File: src/sv/sdspi_pkg.sv
`timescale 1ns / 1ps
`default_nettype none
package sdspi_pkg;

   localparam int BLOCK_BYTES = 512;
   localparam int BLK_SHIFT = $clog2(BLOCK_BYTES);
   localparam int FIFO_DEPTH = 8;
   localparam int MAX_RESULTS = 4;

   localparam logic [2:0] OP_INIT  = 3'd0;
   localparam logic [2:0] OP_READ  = 3'd1;
   localparam logic [2:0] OP_WRITE = 3'd2;
   localparam logic [2:0] OP_REPLY = 3'd3;
   localparam logic [2:0] OP_WDATA = 3'd4;

   localparam logic [2:0] KIND_SEND  = 3'd0;
   localparam logic [2:0] KIND_CHIP  = 3'd1;
   localparam logic [2:0] KIND_CLOCK = 3'd2;
   localparam logic [2:0] KIND_RDATA = 3'd3;
   localparam logic [2:0] KIND_NEED  = 3'd4;
   localparam logic [2:0] KIND_DONE  = 3'd5;

   localparam logic [3:0] ST_OK          = 4'd0;
   localparam logic [3:0] ST_NO_IDLE     = 4'd1;
   localparam logic [3:0] ST_ACMD41_ERR  = 4'd2;
   localparam logic [3:0] ST_ACMD41_TMO  = 4'd3;
   localparam logic [3:0] ST_BLKLEN_FAIL = 4'd4;
   localparam logic [3:0] ST_READ_REJ    = 4'd5;
   localparam logic [3:0] ST_TOKEN_TMO   = 4'd6;
   localparam logic [3:0] ST_WRITE_REJ   = 4'd7;
   localparam logic [3:0] ST_DATA_REJ    = 4'd8;
   localparam logic [3:0] ST_BUSY_TMO    = 4'd9;

   localparam logic [2:0] REG_POLL  = 3'd0;
   localparam logic [2:0] REG_RETRY = 3'd1;
   localparam logic [2:0] REG_TOKEN = 3'd2;
   localparam logic [2:0] REG_BUSY  = 3'd3;
   localparam logic [2:0] REG_WAKE  = 3'd4;

   localparam logic [2:0] C_CMD0  = 3'd0;
   localparam logic [2:0] C_CMD8  = 3'd1;
   localparam logic [2:0] C_CMD55 = 3'd2;
   localparam logic [2:0] C_CMD41 = 3'd3;
   localparam logic [2:0] C_CMD58 = 3'd4;
   localparam logic [2:0] C_CMD16 = 3'd5;
   localparam logic [2:0] C_CMD17 = 3'd6;
   localparam logic [2:0] C_CMD24 = 3'd7;

   typedef struct packed {
      logic [2:0]  op;
      logic [31:0] lba;
      logic [7:0]  byte_in;
   } req_type;

   typedef struct packed {
      logic [2:0] kind;
      logic [7:0] tx_byte;
      logic       cs_active;
      logic       fast_clock;
      logic [7:0] data_byte;
      logic [3:0] status;
      logic       high_capacity;
      logic       is_last;
   } rsp_type;

   function automatic rsp_type f_send(input logic [7:0] b);
      rsp_type r;
      r = '0;
      r.kind = KIND_SEND;
      r.tx_byte = b;
      return r;
   endfunction

   function automatic rsp_type f_chip(input logic lvl);
      rsp_type r;
      r = '0;
      r.kind = KIND_CHIP;
      r.cs_active = lvl;
      return r;
   endfunction

   function automatic rsp_type f_clock(input logic fast);
      rsp_type r;
      r = '0;
      r.kind = KIND_CLOCK;
      r.fast_clock = fast;
      return r;
   endfunction

   function automatic rsp_type f_rdata(input logic [7:0] d);
      rsp_type r;
      r = '0;
      r.kind = KIND_RDATA;
      r.data_byte = d;
      return r;
   endfunction

   function automatic rsp_type f_need();
      rsp_type r;
      r = '0;
      r.kind = KIND_NEED;
      return r;
   endfunction

   function automatic rsp_type f_done(input logic [3:0] st, input logic hc);
      rsp_type r;
      r = '0;
      r.kind = KIND_DONE;
      r.status = st;
      r.high_capacity = hc;
      return r;
   endfunction

   function automatic logic [7:0] cmd_num(input logic [2:0] idx);
      logic [7:0] v;
      unique case (idx)
         C_CMD0:  v = 8'd0;
         C_CMD8:  v = 8'd8;
         C_CMD55: v = 8'd55;
         C_CMD41: v = 8'd41;
         C_CMD58: v = 8'd58;
         C_CMD16: v = 8'd16;
         C_CMD17: v = 8'd17;
         default: v = 8'd24;
      endcase
      return v;
   endfunction

   function automatic logic [7:0] cmd_crc(input logic [2:0] idx);
      logic [7:0] v;
      unique case (idx)
         C_CMD0:  v = 8'h95;
         C_CMD8:  v = 8'h87;
         C_CMD55: v = 8'h65;
         C_CMD41: v = 8'h77;
         C_CMD58: v = 8'hFD;
         C_CMD16: v = 8'h15;
         default: v = 8'hFF;
      endcase
      return v;
   endfunction

   function automatic logic [31:0] cmd_arg(input logic [2:0] idx, input logic v2,
                                           input logic [31:0] addr);
      logic [31:0] a;
      unique case (idx)
         C_CMD8:  a = 32'h0000_01AA;
         C_CMD41: a = v2 ? 32'h4000_0000 : 32'h0;
         C_CMD16: a = 32'(BLOCK_BYTES);
         C_CMD17: a = addr;
         C_CMD24: a = addr;
         default: a = 32'h0;
      endcase
      return a;
   endfunction

   function automatic logic [7:0] frame_byte(input logic [2:0] idx, input logic [2:0] k,
                                             input logic v2, input logic [31:0] addr);
      logic [31:0] a;
      logic [7:0]  v;
      a = cmd_arg(idx, v2, addr);
      priority case (k)
         3'd0: v = 8'hFF;
         3'd1: v = 8'h40 | cmd_num(idx);
         3'd2: v = a[31:24];
         3'd3: v = a[23:16];
         3'd4: v = a[15:8];
         3'd5: v = a[7:0];
         default: v = cmd_crc(idx);
      endcase
      return v;
   endfunction

endpackage
`default_nettype wire

File: src/sv/sd_spi_mode_host_sequencer_core.sv
`timescale 1ns / 1ps
`default_nettype none
// Channel  Direction  Handshake             Payload
// req      in         req_valid/req_stall   sdspi_pkg::req_type (op, lba, byte_in)
// rsp      out        rsp_valid/rsp_stall   sdspi_pkg::rsp_type
// csr      in         csr_valid/csr_ready   csr_index, csr_data (17 bits)
//
// One request beat is taken per cycle while req_stall is low; its zero to three result beats
// are formed in the same cycle and written into an eight-entry result queue.
// The queue drains one beat per cycle while rsp_stall is low.
// req_stall rises while fewer than four queue entries are free.
// Reset is synchronous: idle phase, empty queue, limits at their defaults.
module sd_spi_mode_host_sequencer_core (
   input  wire                 clock,
   input  wire                 reset,
   input  wire                 req_valid,
   output logic                req_stall,
   input  sdspi_pkg::req_type  req_data,
   output logic                rsp_valid,
   input  wire                 rsp_stall,
   output sdspi_pkg::rsp_type  rsp_data,
   input  wire                 csr_valid,
   output logic                csr_ready,
   input  wire  [2:0]          csr_index,
   input  wire  [16:0]         csr_data
);

   localparam logic [5:0] PH_IDLE  = 6'd0;
   localparam logic [5:0] PH_WAKE  = 6'd1;
   localparam logic [5:0] PH_FRAME = 6'd2;
   localparam logic [5:0] PH_POLL  = 6'd10;
   localparam logic [5:0] PH_T0    = 6'd18;
   localparam logic [5:0] PH_R7    = 6'd19;
   localparam logic [5:0] PH_T8    = 6'd20;
   localparam logic [5:0] PH_T41   = 6'd21;
   localparam logic [5:0] PH_OCR   = 6'd22;
   localparam logic [5:0] PH_T58   = 6'd23;
   localparam logic [5:0] PH_T16   = 6'd24;
   localparam logic [5:0] PH_RTOK  = 6'd25;
   localparam logic [5:0] PH_RDAT  = 6'd26;
   localparam logic [5:0] PH_RCRC  = 6'd27;
   localparam logic [5:0] PH_WGAP  = 6'd28;
   localparam logic [5:0] PH_WTOK  = 6'd29;
   localparam logic [5:0] PH_WNEED = 6'd30;
   localparam logic [5:0] PH_WDAT  = 6'd31;
   localparam logic [5:0] PH_WCRC  = 6'd32;
   localparam logic [5:0] PH_WRESP = 6'd33;
   localparam logic [5:0] PH_WBUSY = 6'd34;
   localparam logic [5:0] PH_WTAIL = 6'd35;

   localparam int PTR_W = $clog2(sdspi_pkg::FIFO_DEPTH);
   localparam int CNT_W = PTR_W + 1;

   logic [7:0]  poll_lim_ff;
   logic [15:0] retry_lim_ff;
   logic [16:0] token_lim_ff;
   logic [16:0] busy_lim_ff;
   logic [7:0]  wake_lim_ff;

   logic [5:0]  phase_ff, phase_in;
   logic [16:0] bcount_ff, bcount_in;
   logic [15:0] retry_ff, retry_in;
   logic [31:0] addr_ff, addr_in;
   logic [7:0]  r1_ff, r1_in;
   logic        v2_ff, v2_in;
   logic        hc_ff, hc_in;
   logic [1:0]  flags_ff, flags_in;

   sdspi_pkg::rsp_type queue_ff [sdspi_pkg::FIFO_DEPTH];
   logic [PTR_W-1:0]   head_ff, tail_ff;
   logic [CNT_W-1:0]   count_ff;

   sdspi_pkg::rsp_type res [sdspi_pkg::MAX_RESULTS];
   logic [2:0]         nres;
   logic               req_accept;
   logic               rsp_pop;

   assign csr_ready  = 1'b1;
   assign req_stall  = count_ff > CNT_W'(sdspi_pkg::FIFO_DEPTH - sdspi_pkg::MAX_RESULTS);
   assign req_accept = req_valid && !req_stall;
   assign rsp_valid  = count_ff != '0;
   assign rsp_pop    = rsp_valid && !rsp_stall;
   assign rsp_data   = queue_ff[head_ff];

   always_comb begin
      logic [2:0] idx;
      logic [7:0] b;
      phase_in = phase_ff;
      bcount_in = bcount_ff;
      retry_in = retry_ff;
      addr_in = addr_ff;
      r1_in = r1_ff;
      v2_in = v2_ff;
      hc_in = hc_ff;
      flags_in = flags_ff;
      nres = 3'd0;
      for (int i = 0; i < sdspi_pkg::MAX_RESULTS; i++) begin
         res[i] = '0;
      end
      b = req_data.byte_in;
      idx = 3'((phase_ff >= PH_POLL) ? (phase_ff - PH_POLL) : (phase_ff - PH_FRAME));
      if (req_accept) begin
         priority case (req_data.op)
            sdspi_pkg::OP_INIT: begin
               if (phase_ff == PH_IDLE) begin
                  v2_in = 1'b0;
                  hc_in = 1'b0;
                  res[0] = sdspi_pkg::f_clock(1'b0);
                  res[1] = sdspi_pkg::f_chip(1'b0);
                  res[2] = sdspi_pkg::f_send(8'hFF);
                  nres = 3'd3;
                  bcount_in = 17'd1;
                  phase_in = PH_WAKE;
               end
            end
            sdspi_pkg::OP_READ, sdspi_pkg::OP_WRITE: begin
               if (phase_ff == PH_IDLE) begin
                  addr_in = hc_ff ? req_data.lba : (req_data.lba << sdspi_pkg::BLK_SHIFT);
                  res[0] = sdspi_pkg::f_chip(1'b1);
                  res[1] = sdspi_pkg::f_send(8'hFF);
                  nres = 3'd2;
                  bcount_in = '0;
                  phase_in = PH_FRAME + ((req_data.op == sdspi_pkg::OP_READ)
                             ? 6'(sdspi_pkg::C_CMD17) : 6'(sdspi_pkg::C_CMD24));
               end
            end
            sdspi_pkg::OP_WDATA: begin
               if (phase_ff == PH_WNEED) begin
                  res[0] = sdspi_pkg::f_send(b);
                  nres = 3'd1;
                  phase_in = PH_WDAT;
               end
            end
            sdspi_pkg::OP_REPLY: begin
               if (phase_ff >= PH_FRAME && phase_ff < PH_POLL) begin
                  if (bcount_ff < 17'd6) begin
                     bcount_in = bcount_ff + 17'd1;
                     res[0] = sdspi_pkg::f_send(sdspi_pkg::frame_byte(idx,
                              3'(bcount_in), v2_ff, addr_ff));
                  end else begin
                     bcount_in = 17'd1;
                     res[0] = sdspi_pkg::f_send(8'hFF);
                     phase_in = PH_POLL + 6'(idx);
                  end
                  nres = 3'd1;
               end else if (phase_ff >= PH_POLL && phase_ff < PH_T0) begin
                  if (!b[7] || bcount_ff >= {9'd0, poll_lim_ff}) begin
                     r1_in = b;
                     priority case (idx)
                        sdspi_pkg::C_CMD0: begin
                           res[0] = sdspi_pkg::f_send(8'hFF); nres = 3'd1; phase_in = PH_T0;
                        end
                        sdspi_pkg::C_CMD8: begin
                           bcount_in = '0; flags_in = '0;
                           res[0] = sdspi_pkg::f_send(8'hFF); nres = 3'd1; phase_in = PH_R7;
                        end
                        sdspi_pkg::C_CMD55: begin
                           bcount_in = '0;
                           res[0] = sdspi_pkg::f_send(8'hFF); nres = 3'd1;
                           phase_in = PH_FRAME + 6'(sdspi_pkg::C_CMD41);
                        end
                        sdspi_pkg::C_CMD41: begin
                           res[0] = sdspi_pkg::f_send(8'hFF); nres = 3'd1; phase_in = PH_T41;
                        end
                        sdspi_pkg::C_CMD58: begin
                           bcount_in = '0; flags_in = '0;
                           res[0] = sdspi_pkg::f_send(8'hFF); nres = 3'd1; phase_in = PH_OCR;
                        end
                        sdspi_pkg::C_CMD16: begin
                           res[0] = sdspi_pkg::f_send(8'hFF); nres = 3'd1; phase_in = PH_T16;
                        end
                        sdspi_pkg::C_CMD17: begin
                           if (b != 8'h00) begin
                              res[0] = sdspi_pkg::f_chip(1'b0);
                              res[1] = sdspi_pkg::f_done(sdspi_pkg::ST_READ_REJ, hc_ff);
                              nres = 3'd2; phase_in = PH_IDLE;
                           end else begin
                              bcount_in = 17'd1;
                              res[0] = sdspi_pkg::f_send(8'hFF); nres = 3'd1;
                              phase_in = PH_RTOK;
                           end
                        end
                        default: begin
                           if (b != 8'h00) begin
                              res[0] = sdspi_pkg::f_chip(1'b0);
                              res[1] = sdspi_pkg::f_done(sdspi_pkg::ST_WRITE_REJ, hc_ff);
                              nres = 3'd2; phase_in = PH_IDLE;
                           end else begin
                              res[0] = sdspi_pkg::f_send(8'hFF); nres = 3'd1;
                              phase_in = PH_WGAP;
                           end
                        end
                     endcase
                  end else begin
                     bcount_in = bcount_ff + 17'd1;
                     res[0] = sdspi_pkg::f_send(8'hFF);
                     nres = 3'd1;
                  end
               end else begin
                  priority case (phase_ff)
                     PH_WAKE: begin
                        if (bcount_ff < {9'd0, wake_lim_ff}) begin
                           bcount_in = bcount_ff + 17'd1;
                           res[0] = sdspi_pkg::f_send(8'hFF); nres = 3'd1;
                        end else begin
                           bcount_in = '0;
                           res[0] = sdspi_pkg::f_chip(1'b1);
                           res[1] = sdspi_pkg::f_send(8'hFF); nres = 3'd2;
                           phase_in = PH_FRAME + 6'(sdspi_pkg::C_CMD0);
                        end
                     end
                     PH_T0: begin
                        res[0] = sdspi_pkg::f_chip(1'b0);
                        if (r1_ff != 8'h01) begin
                           res[1] = sdspi_pkg::f_done(sdspi_pkg::ST_NO_IDLE, hc_ff);
                           nres = 3'd2; phase_in = PH_IDLE;
                        end else begin
                           bcount_in = '0;
                           res[1] = sdspi_pkg::f_chip(1'b1);
                           res[2] = sdspi_pkg::f_send(8'hFF); nres = 3'd3;
                           phase_in = PH_FRAME + 6'(sdspi_pkg::C_CMD8);
                        end
                     end
                     PH_R7: begin
                        if (bcount_ff == 17'd2 && b == 8'h01) flags_in[0] = 1'b1;
                        if (bcount_ff == 17'd3 && b == 8'hAA) flags_in[1] = 1'b1;
                        bcount_in = bcount_ff + 17'd1;
                        res[0] = sdspi_pkg::f_send(8'hFF); nres = 3'd1;
                        phase_in = (bcount_in < 17'd4) ? PH_R7 : PH_T8;
                     end
                     PH_T8: begin
                        v2_in = (r1_ff == 8'h01) && (flags_ff == 2'd3);
                        retry_in = '0;
                        bcount_in = '0;
                        res[0] = sdspi_pkg::f_chip(1'b0);
                        res[1] = sdspi_pkg::f_chip(1'b1);
                        res[2] = sdspi_pkg::f_send(8'hFF); nres = 3'd3;
                        phase_in = PH_FRAME + 6'(sdspi_pkg::C_CMD55);
                     end
                     PH_T41: begin
                        retry_in = retry_ff + 16'd1;
                        res[0] = sdspi_pkg::f_chip(1'b0);
                        if (r1_ff == 8'h00) begin
                           bcount_in = '0;
                           res[1] = sdspi_pkg::f_chip(1'b1);
                           res[2] = sdspi_pkg::f_send(8'hFF); nres = 3'd3;
                           phase_in = PH_FRAME + (v2_ff ? 6'(sdspi_pkg::C_CMD58)
                                                        : 6'(sdspi_pkg::C_CMD16));
                        end else if (r1_ff[7:1] != 7'd0) begin
                           res[1] = sdspi_pkg::f_done(sdspi_pkg::ST_ACMD41_ERR, hc_ff);
                           nres = 3'd2; phase_in = PH_IDLE;
                        end else if (retry_in >= retry_lim_ff) begin
                           res[1] = sdspi_pkg::f_done(sdspi_pkg::ST_ACMD41_TMO, hc_ff);
                           nres = 3'd2; phase_in = PH_IDLE;
                        end else begin
                           bcount_in = '0;
                           res[1] = sdspi_pkg::f_chip(1'b1);
                           res[2] = sdspi_pkg::f_send(8'hFF); nres = 3'd3;
                           phase_in = PH_FRAME + 6'(sdspi_pkg::C_CMD55);
                        end
                     end
                     PH_OCR: begin
                        if (bcount_ff == '0 && b[6]) flags_in = 2'd1;
                        bcount_in = bcount_ff + 17'd1;
                        res[0] = sdspi_pkg::f_send(8'hFF); nres = 3'd1;
                        phase_in = (bcount_in < 17'd4) ? PH_OCR : PH_T58;
                     end
                     PH_T58: begin
                        hc_in = (r1_ff == 8'h00) && flags_ff[0];
                        res[0] = sdspi_pkg::f_chip(1'b0);
                        if (hc_in) begin
                           res[1] = sdspi_pkg::f_clock(1'b1);
                           res[2] = sdspi_pkg::f_done(sdspi_pkg::ST_OK, hc_in);
                           nres = 3'd3; phase_in = PH_IDLE;
                        end else begin
                           bcount_in = '0;
                           res[1] = sdspi_pkg::f_chip(1'b1);
                           res[2] = sdspi_pkg::f_send(8'hFF); nres = 3'd3;
                           phase_in = PH_FRAME + 6'(sdspi_pkg::C_CMD16);
                        end
                     end
                     PH_T16: begin
                        res[0] = sdspi_pkg::f_chip(1'b0);
                        if (r1_ff != 8'h00) begin
                           res[1] = sdspi_pkg::f_done(sdspi_pkg::ST_BLKLEN_FAIL, hc_ff);
                           nres = 3'd2;
                        end else begin
                           res[1] = sdspi_pkg::f_clock(1'b1);
                           res[2] = sdspi_pkg::f_done(sdspi_pkg::ST_OK, hc_ff);
                           nres = 3'd3;
                        end
                        phase_in = PH_IDLE;
                     end
                     PH_RTOK: begin
                        if (b == 8'hFE) begin
                           bcount_in = '0;
                           res[0] = sdspi_pkg::f_send(8'hFF); nres = 3'd1;
                           phase_in = PH_RDAT;
                        end else if (bcount_ff >= token_lim_ff) begin
                           res[0] = sdspi_pkg::f_chip(1'b0);
                           res[1] = sdspi_pkg::f_done(sdspi_pkg::ST_TOKEN_TMO, hc_ff);
                           nres = 3'd2; phase_in = PH_IDLE;
                        end else begin
                           bcount_in = bcount_ff + 17'd1;
                           res[0] = sdspi_pkg::f_send(8'hFF); nres = 3'd1;
                        end
                     end
                     PH_RDAT: begin
                        res[0] = sdspi_pkg::f_rdata(b);
                        res[1] = sdspi_pkg::f_send(8'hFF); nres = 3'd2;
                        bcount_in = bcount_ff + 17'd1;
                        if (bcount_in >= 17'(sdspi_pkg::BLOCK_BYTES)) begin
                           bcount_in = '0;
                           phase_in = PH_RCRC;
                        end
                     end
                     PH_RCRC: begin
                        bcount_in = bcount_ff + 17'd1;
                        if (bcount_in < 17'd3) begin
                           res[0] = sdspi_pkg::f_send(8'hFF); nres = 3'd1;
                        end else begin
                           res[0] = sdspi_pkg::f_chip(1'b0);
                           res[1] = sdspi_pkg::f_done(sdspi_pkg::ST_OK, hc_ff);
                           nres = 3'd2; phase_in = PH_IDLE;
                        end
                     end
                     PH_WGAP: begin
                        res[0] = sdspi_pkg::f_send(8'hFE); nres = 3'd1;
                        phase_in = PH_WTOK;
                     end
                     PH_WTOK: begin
                        bcount_in = '0;
                        res[0] = sdspi_pkg::f_need(); nres = 3'd1;
                        phase_in = PH_WNEED;
                     end
                     PH_WDAT: begin
                        bcount_in = bcount_ff + 17'd1;
                        if (bcount_in < 17'(sdspi_pkg::BLOCK_BYTES)) begin
                           res[0] = sdspi_pkg::f_need(); nres = 3'd1;
                           phase_in = PH_WNEED;
                        end else begin
                           bcount_in = '0;
                           res[0] = sdspi_pkg::f_send(8'hFF); nres = 3'd1;
                           phase_in = PH_WCRC;
                        end
                     end
                     PH_WCRC: begin
                        bcount_in = bcount_ff + 17'd1;
                        res[0] = sdspi_pkg::f_send(8'hFF); nres = 3'd1;
                        phase_in = (bcount_in < 17'd2) ? PH_WCRC : PH_WRESP;
                     end
                     PH_WRESP: begin
                        if (b[4:0] != 5'h05) begin
                           res[0] = sdspi_pkg::f_chip(1'b0);
                           res[1] = sdspi_pkg::f_done(sdspi_pkg::ST_DATA_REJ, hc_ff);
                           nres = 3'd2; phase_in = PH_IDLE;
                        end else begin
                           bcount_in = 17'd1;
                           res[0] = sdspi_pkg::f_send(8'hFF); nres = 3'd1;
                           phase_in = PH_WBUSY;
                        end
                     end
                     PH_WBUSY: begin
                        if (b != 8'h00) begin
                           res[0] = sdspi_pkg::f_chip(1'b0);
                           res[1] = sdspi_pkg::f_send(8'hFF); nres = 3'd2;
                           phase_in = PH_WTAIL;
                        end else if (bcount_ff >= busy_lim_ff) begin
                           res[0] = sdspi_pkg::f_chip(1'b0);
                           res[1] = sdspi_pkg::f_done(sdspi_pkg::ST_BUSY_TMO, hc_ff);
                           nres = 3'd2; phase_in = PH_IDLE;
                        end else begin
                           bcount_in = bcount_ff + 17'd1;
                           res[0] = sdspi_pkg::f_send(8'hFF); nres = 3'd1;
                        end
                     end
                     PH_WTAIL: begin
                        res[0] = sdspi_pkg::f_done(sdspi_pkg::ST_OK, hc_ff);
                        nres = 3'd1; phase_in = PH_IDLE;
                     end
                     default: begin
                        nres = 3'd0;
                     end
                  endcase
               end
            end
            default: begin
               nres = 3'd0;
            end
         endcase
         if (nres != 3'd0) begin
            res[2'(nres - 3'd1)].is_last = 1'b1;
         end
      end
   end

   always_ff @(posedge clock) begin
      if (reset) begin
         poll_lim_ff  <= 8'd16;
         retry_lim_ff <= 16'd2000;
         token_lim_ff <= 17'd65536;
         busy_lim_ff  <= 17'd65536;
         wake_lim_ff  <= 8'd16;
      end else if (csr_valid && csr_ready) begin
         priority case (csr_index)
            sdspi_pkg::REG_POLL:  poll_lim_ff  <= csr_data[7:0];
            sdspi_pkg::REG_RETRY: retry_lim_ff <= csr_data[15:0];
            sdspi_pkg::REG_TOKEN: token_lim_ff <= csr_data;
            sdspi_pkg::REG_BUSY:  busy_lim_ff  <= csr_data;
            sdspi_pkg::REG_WAKE:  wake_lim_ff  <= csr_data[7:0];
            default: begin
            end
         endcase
      end
   end

   always_ff @(posedge clock) begin
      if (reset) begin
         phase_ff  <= PH_IDLE;
         bcount_ff <= '0;
         retry_ff  <= '0;
         addr_ff   <= '0;
         r1_ff     <= 8'hFF;
         v2_ff     <= 1'b0;
         hc_ff     <= 1'b0;
         flags_ff  <= '0;
      end else begin
         phase_ff  <= phase_in;
         bcount_ff <= bcount_in;
         retry_ff  <= retry_in;
         addr_ff   <= addr_in;
         r1_ff     <= r1_in;
         v2_ff     <= v2_in;
         hc_ff     <= hc_in;
         flags_ff  <= flags_in;
      end
   end

   always_ff @(posedge clock) begin
      for (int i = 0; i < sdspi_pkg::MAX_RESULTS; i++) begin
         if (3'(i) < nres) begin
            queue_ff[PTR_W'(tail_ff + PTR_W'(i))] <= res[i];
         end
      end
   end

   always_ff @(posedge clock) begin
      if (reset) begin
         head_ff  <= '0;
         tail_ff  <= '0;
         count_ff <= '0;
      end else begin
         if (rsp_pop) head_ff <= head_ff + PTR_W'(1);
         tail_ff  <= tail_ff + PTR_W'(nres);
         count_ff <= count_ff + CNT_W'(nres) - CNT_W'(rsp_pop);
      end
   end

   a_count_bound: assert property (@(posedge clock) disable iff (reset)
      count_ff <= CNT_W'(sdspi_pkg::FIFO_DEPTH))
      else $error("result queue overflow");

   a_room_on_accept: assert property (@(posedge clock) disable iff (reset)
      req_accept |-> count_ff <= CNT_W'(sdspi_pkg::FIFO_DEPTH - sdspi_pkg::MAX_RESULTS))
      else $error("beat taken without queue room");

   a_phase_hold: assert property (@(posedge clock) disable iff (reset)
      !req_accept |=> $stable(phase_ff))
      else $error("phase moved without a request beat");

   a_no_push_idle: assert property (@(posedge clock) disable iff (reset)
      !req_accept |-> nres == 3'd0)
      else $error("results pushed without a request beat");

endmodule
`default_nettype wire

File: config.mk
export PLATFORM = sky130hd
export DESIGN_NAME = sd_spi_mode_host_sequencer_core
export DESIGN_NICKNAME = d
export VERILOG_FILES = /design/src/sv/sdspi_pkg.sv /design/src/sv/sd_spi_mode_host_sequencer_core.sv
export SDC_FILE = /design/constraint.sdc
export NUM_CORES = 1
export LEC_CHECK = 0
export BUFFER_PORTS_ARGS = -buffer_cell sky130_fd_sc_hd__buf_4
export CORE_UTILIZATION = 37
export DETAILED_ROUTE_END_ITERATION = 6
export PLACE_DENSITY_LB_ADDON = 0.3
export SKIP_LAST_GASP = 1
export SLEW_MARGIN = 30
export SYNTH_ARGS = -nofsm -noshare
export SYNTH_HDL_FRONTEND = slang
export SYNTH_SLANG_ARGS = --single-unit
export TNS_END_PERCENT = 5
File: constraint.sdc
create_clock -name clock -period 5.1 [get_ports clock]
set_input_delay 0.51 -clock clock [delete_from_list [all_inputs] [get_ports clock]]
set_output_delay 0.51 -clock clock [all_outputs]
set_load 0.05 [all_outputs]
==> results of run 1 <==
power groups by stage:
| stage | Combinational, W | Clock (W) | Sequential, W |
|---|---|---|---|
| global route | 0.00221 | 0.00342 | 0.00351 |
| detailed placement | 0.00207 | 0 | 0.00356 |
| finish | 0.00208 | 0.00324 | 0.00349 |
| floorplan | 0.00151 | 0 | 0.00341 |
| CTS | 0.00207 | 0.00329 | 0.00350 |
| global placement | 0.00205 | 0 | 0.00356 |
registers in the layout, summed over array words and instances, names as in the netlist, named ones only:
signal	cells
busy_lim_ff	17
hc_ff	1
v2_ff	1
poll_lim_ff	8
tail_ff	3
retry_lim_ff	16
phase_ff	6
head_ff	3
token_lim_ff	17
queue_ff	216
retry_ff	16
flags_ff	2
count_ff	4
bcount_ff	17
r1_ff	8
addr_ff	32
wake_lim_ff	8
critical path: stages, from the launching register on:
cell and delay [ns]:
dfxtp_4 0.37, and3_4 0.20, and3_1 0.20, and3_4 0.21, and3_2 0.24, and3_1 0.19
nand3_1 0.10, xnor2_1 0.16, ha_1 0.32, nand4_1 0.14, a2111oi_2 0.30, a21bo_2 0.20
nor3_1 0.05, or4_4 0.57, o21bai_4 0.14, nor2_1 0.08, inv_1 0.08, ha_2 0.26
inv_1 0.06, ha_1 0.16, inv_1 0.06, fa_1 0.38, xor2_1 0.14, nor2_1 0.06
per-layer routing:
metal / track usage [%] / vias to the layer above / routed length (microns)
li1: - / 8548 / -
met1: 31.5 / 9033 / 30200
met2: 40.8 / 789 / 34900
met3: 3.16 / 137 / 4970
met4: 7.66 / 0 / 2160
met5: 0 / - / 0
final cells by class:
type	count	area, sq um	share of cell area [%]
clock buffer	52	1150	4.59
sequential	378	9750	38.9
timing repair buffer	193	1510	6.03
clock inverter	27	333	1.33
antenna	2	5.00	0.0200
multi-input combinational	1637	11000	44.0
inverter	90	338	1.35
tap	765	957	3.82
cells by family after synthesis:
kind of cell,after synthesis
other,1
adder cells (fa/ha/maj),85
buffers and inverters,232
XOR/XNOR,27
flip-flops,378
AO/OA/AOI/OAI,571
multiplexers,122
AND/OR/NAND/NOR,831
stage by stage:
| step | util, % | hold slack (ns) |
|---|---|---|
| global route | 43.5 | 0.176 |
| finish | 43.5 | 0.181 |
| detailed placement | 40.8 | 0.443 |
| CTS | 43.4 | 0.154 |
| global placement | 40.7 | 0.440 |
| floorplan | - | 0.432 |
cells in the mapped netlist, types with 17 or more instances:
library cell  instances
a211o_1              19
a211oi_1             37
a21oi_1             149
a22oi_1              17
a31oi_1              23
and3_1               30
buf_2                18
clkbuf_1            104
dfxtp_1             162
edfxtp_1            216
ha_1                 83
inv_1                87
mux2_2               29
mux2i_1              39
mux4_2               54
nand2_1             255
nand3_1              69
nand4_1              34
nor2_1              259
nor2b_1              21
nor3_1               52
o211ai_1             24
o21ai_0             130
worst paths after layout:
check                           slack, ns  depth (start not counted)                      endpoint                startpoint
worst min register to register       0.45                          2       addr_ff[7]$_SDFFE_PP0P_   addr_ff[7]$_SDFFE_PP0P_
worst max register to register       0.29                         23        count_ff[2]$_SDFF_PP0_  retry_ff[0]$_SDFFE_PP0P_
worst min-delay path                 0.18                          3  busy_lim_ff[16]$_SDFFE_PP1P_              csr_data[16]
worst max-delay path                 0.29                         23        count_ff[2]$_SDFF_PP0_  retry_ff[0]$_SDFFE_PP0P_
what timing repair did:
action	in CTS	in global routing
hold endpoints to repair	0	0
setup buffers	0	2
endpoints found under the setup margin	0	131
gates resized for setup	0	12
==> impl_results.md, run 1 <==
- Post-synth top area cell: edfxtp_1
- Critical path class: flop to flop
- Sw Pwr: ~0.0028 W
- Pwr dens: 352 nW/um^2
- Port Buffers: 96
- Critical path arrival: 5.25 ns
- Startpoint class of the critical path: flop
- Site Rows: 88
- Worst Skew: 0.0289 ns
- Fillers: approximately 5500
- Clock sink count: 378
- Final min period: slightly below 5 ns
- Mux share of post-synthesis cell area: about 9%
- Status: finished clean
- Gr ovfl total: 0
- Clock Root Buffer: clkbuf_16
- Core area: around 58000 sq um
- CP required: ~5.5 ns
- Cts-stage hold buffer count: 0
- TritonCTS Buffers: 43
- Layout area overhead: 16.2%
- Final instance area: approximately 25000 sq um
- Ports: 98
- Largest family of logic cells by synthesized area: simple AND/OR/NAND/NOR gates
- Pint: about 0.006 W
- Most frequent cells in the layout: 258 x nor2_1, 255 x nand2_1, 216 x edfxtp_1
- Per-cell routed wire length: roughly 23 microns
- Setup WS post-layout: a little under 0.3 ns
- Post-synth top area share: 30.1%
- Clock Latency Late Sink: slightly below 0.6 ns
- Comb power frac: between 20% and 30%
- Final setup vio count: 0
- Fin. max-slew vios: 0
- Post-Synth Adder-Cell Area: approximately 5%
- Routed WL: about 72000 microns
- Final RePlAce weighted congestion: slightly below 1
- Vias in the first global route: roughly 18000
- FFs w/ async S/R, synth: 0%
- Gr usage total: 24.0%
- Residual DRC count: 0
- Share of layout cells above drive strength 1: between 10% and 20%
- Max clock buf depth: 3
- Type of the most critical hold path: input port to flop
- Syn_area_per_cell: roughly 9.6 sq um
- Mapped cell area: roughly 22000 sq um
- Clock transition at path regs: 0.06 ns
- Worst-Margin Slew: approximately 0.91 ns
- Vias/cell: a little under 6
- Leakage power: a little over 9 nW
- Complex-gate fraction of the synthesized area: between 15 and 20%
- First drt pass iteration count: 6
- Die Y-Extent: roughly 240 microns
- Reg power frac: between 30 and 40%
- Placement Cell Area: roughly 24000 sq um
- Synthesized instance count: around 2200
- Synth warn: 0
- Switching share of power: between 30% and 40%
- Worst slack, placed: about 0.11 ns
- Seq/Total Area, Yosys: 45.1%
- Relative slew slack: ~37%
- H-tree depth: 2
- Power Total: 0.00882 W
- Fmax: slightly above 200 MHz
- Yosys reg bits: 378
- Tcrit/Tclk final: approximately 94%
- NumNets Final: 2496
- Die W: roughly 240 microns
- Largest net degree at the start of global routing: a little over 80
- Simple-gate share of the synthesized area: 17.9%
- HPWL Detailed: 51800 microns
- Commonest non-fill, non-tap cell in the layout: nor2_1
- Share of total power in the clock network: around 37%
- Initial antenna violation count: 1
- Global-route wire length before repair: roughly 110000 microns
- Final non-filler cell total: about 3100
- Post-synth EDFFs: 216
- Worst-path maximum fanout: 5
- DRT antenna net count: 0
- # placed instances: a little over 3000
- Worst vdd ir: approximately 0.00027 V
- Netlist cell types: 90
- Vias: ~19000
- Synth Area in XOR/XNOR: around 1.1%
- Crit. End Element: flop
- Die ar.: 59200 sq um
- Fin. Hold Viols: 0
- MaxCap Viol Count: 0
- Ys flop type: edfxtp_1
- Initial DRC count: ~1800
- CTS tree: built
- Ranking of synthesized cells by area: edfxtp_1 30%, dfxtp_1 15%, mux4_2 5.6%
- Net Count, Synth: 2400
- Setup TNS: 0 ns
- Initial Utilization: a little under two fifths
Note: power is estimated with default switching activity, not from simulation.
==> run 2: changes to the inputs <==
--- a/config.mk
+++ b/config.mk
@@ -5,7 +5,7 @@
 export SDC_FILE = /design/constraint.sdc
 export NUM_CORES = 1
 export LEC_CHECK = 0
-export BUFFER_PORTS_ARGS = -buffer_cell sky130_fd_sc_hd__buf_4
+export BUFFER_PORTS_ARGS = -buffer_cell sky130_fd_sc_hd__buf_2
 export CORE_UTILIZATION = 37
 export DETAILED_ROUTE_END_ITERATION = 6
 export PLACE_DENSITY_LB_ADDON = 0.3
@@ -14,4 +14,3 @@
 export SYNTH_ARGS = -nofsm -noshare
 export SYNTH_HDL_FRONTEND = slang
 export SYNTH_SLANG_ARGS = --single-unit
-export TNS_END_PERCENT = 5
==> impl_results.md, run 2 (synthesized netlist as in run 1, its figures left out) <==
- Status: finished clean (unchanged)
- CP required: 5.40 ns (was 5.54 ns)
- Largest net degree at the start of global routing: 92 (was 83)
- Gr ovfl total: 0 (unchanged)
- Fmax: 206 MHz (was 208 MHz)
- Worst vdd ir: 0.000261 V (was 0.000274 V)
- Clock sink count: 378 (unchanged)
- Critical path's slowest cell: or4_4 (unchanged)
- Worst hold stages: 3 (unchanged)
- Ports: 98 (unchanged)
- Clock transition at path regs: 0.06 ns (about the same)
- Max clock buf depth: 3 (unchanged)
- Initial Utilization: 37.4% (unchanged)
- Crit path cell chain: ha_1, and3_4, and3_4, and3_4, and3_2, nand3_1, xnor2_1, ha_1, nand4_1, a2111oi_4, a21bo_2, nor3_1, or4_4, o21bai_4, buf_4, o32ai_2, o21bai_2, buf_4 (was and3_4, and3_1, and3_4, and3_2, and3_1, nand3_1, xnor2_1, ha_1, nand4_1, a2111oi_2, a21bo_2, nor3_1, or4_4, o21bai_4, nor2_1, inv_1, ha_2, inv_1, ha_1, inv_1, fa_1, xor2_1, nor2_1)
- Clock Latency Late Sink: 0.59 ns (about the same)
- R2r endpoint: queue_ff[7][11]$_SDFFCE_PP0P_ (was count_ff[2]$_SDFF_PP0_)
- Initial DRC count: 1774 (was 1759)
- Type of the most critical hold path: input port to flop (unchanged)
- Site Rows: 88 (unchanged)
- Initial antenna violation count: 4 (was 1)
- Vias/cell: 5.89 (about the same)
- MaxCap Viol Count: 0 (unchanged)
- Final setup vio count: 0 (unchanged)
- H-tree depth: 2 (unchanged)
- Worst path depth: 18 (was 23)
- Bufs and invs on worst path: 2 (was 3)
- Critical path class: flop to flop (unchanged)
- Core area: 57600 sq um (unchanged)
- Vias in the first global route: 17900 (was 18100)
- Final min period: 4.85 ns (was 4.81 ns)
- Most used cell, CP: and3_4 (was inv_1)
- Global-route wire length before repair: 107000 microns (was 110000 microns)
- TritonCTS Buffers: 43 (unchanged)
- Per-cell routed wire length: 22.4 microns (was 23.0 microns)
- First drt pass iteration count: 7 (was 6)
- DRT antenna net count: 0 (unchanged)
- Leakage power: 8.96 nW (was 9.11 nW)
- Fin. Hold Viols: 0 (unchanged)
- Routed WL: 70600 microns (was 72300 microns)
- Clock Root Buffer: clkbuf_16 (unchanged)
- Reg with most FFs: queue_ff (unchanged)
- Crit Reg-Reg Startpoint: retry_ff[0]$_SDFFE_PP0P_ (unchanged)
- Startpoint class of the critical path: flop (unchanged)
- R2R depth: 18 (was 23)
- Commonest non-fill, non-tap cell in the layout: nor2_1 (unchanged)
- Placement Cell Area: 23300 sq um (was 23500 sq um)
- Die Y-Extent: 243 microns (unchanged)
- Critical path arrival: 5.16 ns (was 5.25 ns)
- Crit. End Element: flop (unchanged)
- Power Total: 0.00845 W (was 0.00882 W)
- R2r setup slk: 0.25 ns (was 0.29 ns)
- Worst Setup EP: queue_ff[7][11]$_SDFFCE_PP0P_ (was count_ff[2]$_SDFF_PP0_)
- Vias: 18500 (about the same)
- Worst-Margin Slew: 0.938 ns (was 0.914 ns)
- CP max stage delay: 0.58 ns (was 0.57 ns)
- CP delay by family, top: simple AND/OR/NAND/NOR gates (unchanged)
- Residual DRC count: 0 (unchanged)
- Most frequent cells in the layout: 257 x nor2_1, 255 x nand2_1, 216 x edfxtp_1 (was 258 x nor2_1, 255 x nand2_1, 216 x edfxtp_1)
- Die W: 243 microns (unchanged)
- RSZ-0062 raised after global routing: no
- HPWL Detailed: 51400 microns (was 51800 microns)
- Relative slew slack: 37.0% (was 37.5%)
- Fin. max-slew vios: 0 (unchanged)
- Setup TNS: 0 ns (unchanged)
- Pwr dens: 343 nW/um^2 (was 352 nW/um^2)
- Largest registers: queue_ff: 216 flops, addr_ff: 32 flops (unchanged)
- NumNets Final: 2499 (was 2496)
- Worst-path maximum fanout: 27 (was 5)
- Share of layout cells above drive strength 1: 17.6% (was 18.0%)
- Tcrit/Tclk final: 95.2% (was 94.3%)
- Fillers: 5545 (was 5516)
- Worst Skew: 0.0222 ns (was 0.0289 ns)
- Final RePlAce weighted congestion: 0.967 (was 0.961)
- Min Hold Slack: 0.209 ns (was 0.181 ns)
- Gr usage total: 23.4% (was 24.0%)
- Port Buffers: 96 (unchanged)
- Max reg flops: 216 (unchanged)
- CTS tree: built (unchanged)
- Die ar.: 59200 sq um (unchanged)
- Util after Layout: 42.8% (was 43.5%)
- Final instance area: 24600 sq um (was 25000 sq um)
- Layout area overhead: 14.4% (was 16.2%)
- Critical Path Start: retry_ff[0]$_SDFFE_PP0P_ (unchanged)
-- run 2: changes by cell type in the layout (fill, tap and decap cells not counted), sizes merged --
cell,before,now
clkinv,20,17
clkbuf,52,61
diode,2,3
inv,89,88
bufinv,5,1
buf,193,195
clkinvlp,3,0
-- run 2: layer usage --
metal	global-route usage, %	up-vias	part of all wire [%]
li1	-	8558	-
met1	30.9	9079	42
met2	39.3	766	48
met3	3.46	136	7.2
met4	7.12	0	2.8
met5	0	-	0
-- run 2: layout make-up --
cell class,count,area [sq um],area share [%]
Sequential cell,378,9740,39.5
Timing Repair Buffer,196,1250,5.09
Antenna cell,3,7.51,0.0305
Multi-Input combinational cell,1637,11000,44.8
Inverter,90,338,1.37
Clock buffer,60,1180,4.79
Tap cell,765,957,3.88
Clock inverter,16,141,0.574
-- run 2: worst min path at each step --
stage                            startpoint                       endpoint  slack (ns)
floorplan           addr_ff[6]$_SDFFE_PP0P_        addr_ff[6]$_SDFFE_PP0P_        0.43
CTS                            csr_data[12]  token_lim_ff[12]$_SDFFE_PP0P_        0.18
finish                         csr_data[12]  token_lim_ff[12]$_SDFFE_PP0P_        0.21
global route                   csr_data[12]  token_lim_ff[12]$_SDFFE_PP0P_        0.19
global placement    addr_ff[0]$_SDFFE_PP0P_        addr_ff[0]$_SDFFE_PP0P_        0.44
detailed placement  addr_ff[6]$_SDFFE_PP0P_        addr_ff[6]$_SDFFE_PP0P_        0.45
-- run 2: power by group --
part | internal, W | leakage [nW] | switching, W
clock network | 0.00167 | 0.644 | 0.00128
logic | 0.000724 | 4.93 | 0.00129
registers | 0.00332 | 3.38 | 0.000164
total | 0.00571 | 8.96 | 0.00273
-- run 2: worst reg2reg max path: stages (launching register included) --
cell and delay (ns):
dfxtp_2 0.37, ha_1 0.20, and3_4 0.22, and3_4 0.22
and3_4 0.21, and3_2 0.23, nand3_1 0.11, xnor2_1 0.18
ha_1 0.32, nand4_1 0.16, a2111oi_4 0.31, a21bo_2 0.20
nor3_1 0.05, or4_4 0.58, o21bai_4 0.16, buf_4 0.32
o32ai_2 0.23, o21bai_2 0.24, buf_4 0.26
-- run 2: stage by stage --
step           worst slack, ns  cells
6_report                 0.246   3145
5_1_grt                0.00967   3142
4_1_cts                 0.0508   3140
3_5_place_dp            0.0835   3064
3_3_place_gp             0.235   3063
2_1_floorplan           0.0100   2247
-- run 2: timing repair --
| action | 4_1_cts | 5_1_grt |
|---|---|---|
| resized for setup | 1 | 11 |
| hold buffers | 0 | 0 |
| endpoints found under the hold margin | 0 | 0 |
| pin swaps | 0 | 2 |
| setup endpoints to repair | 8 | 220 |
| gates cloned | 0 | 0 |
| setup buffers | 0 | 1 |
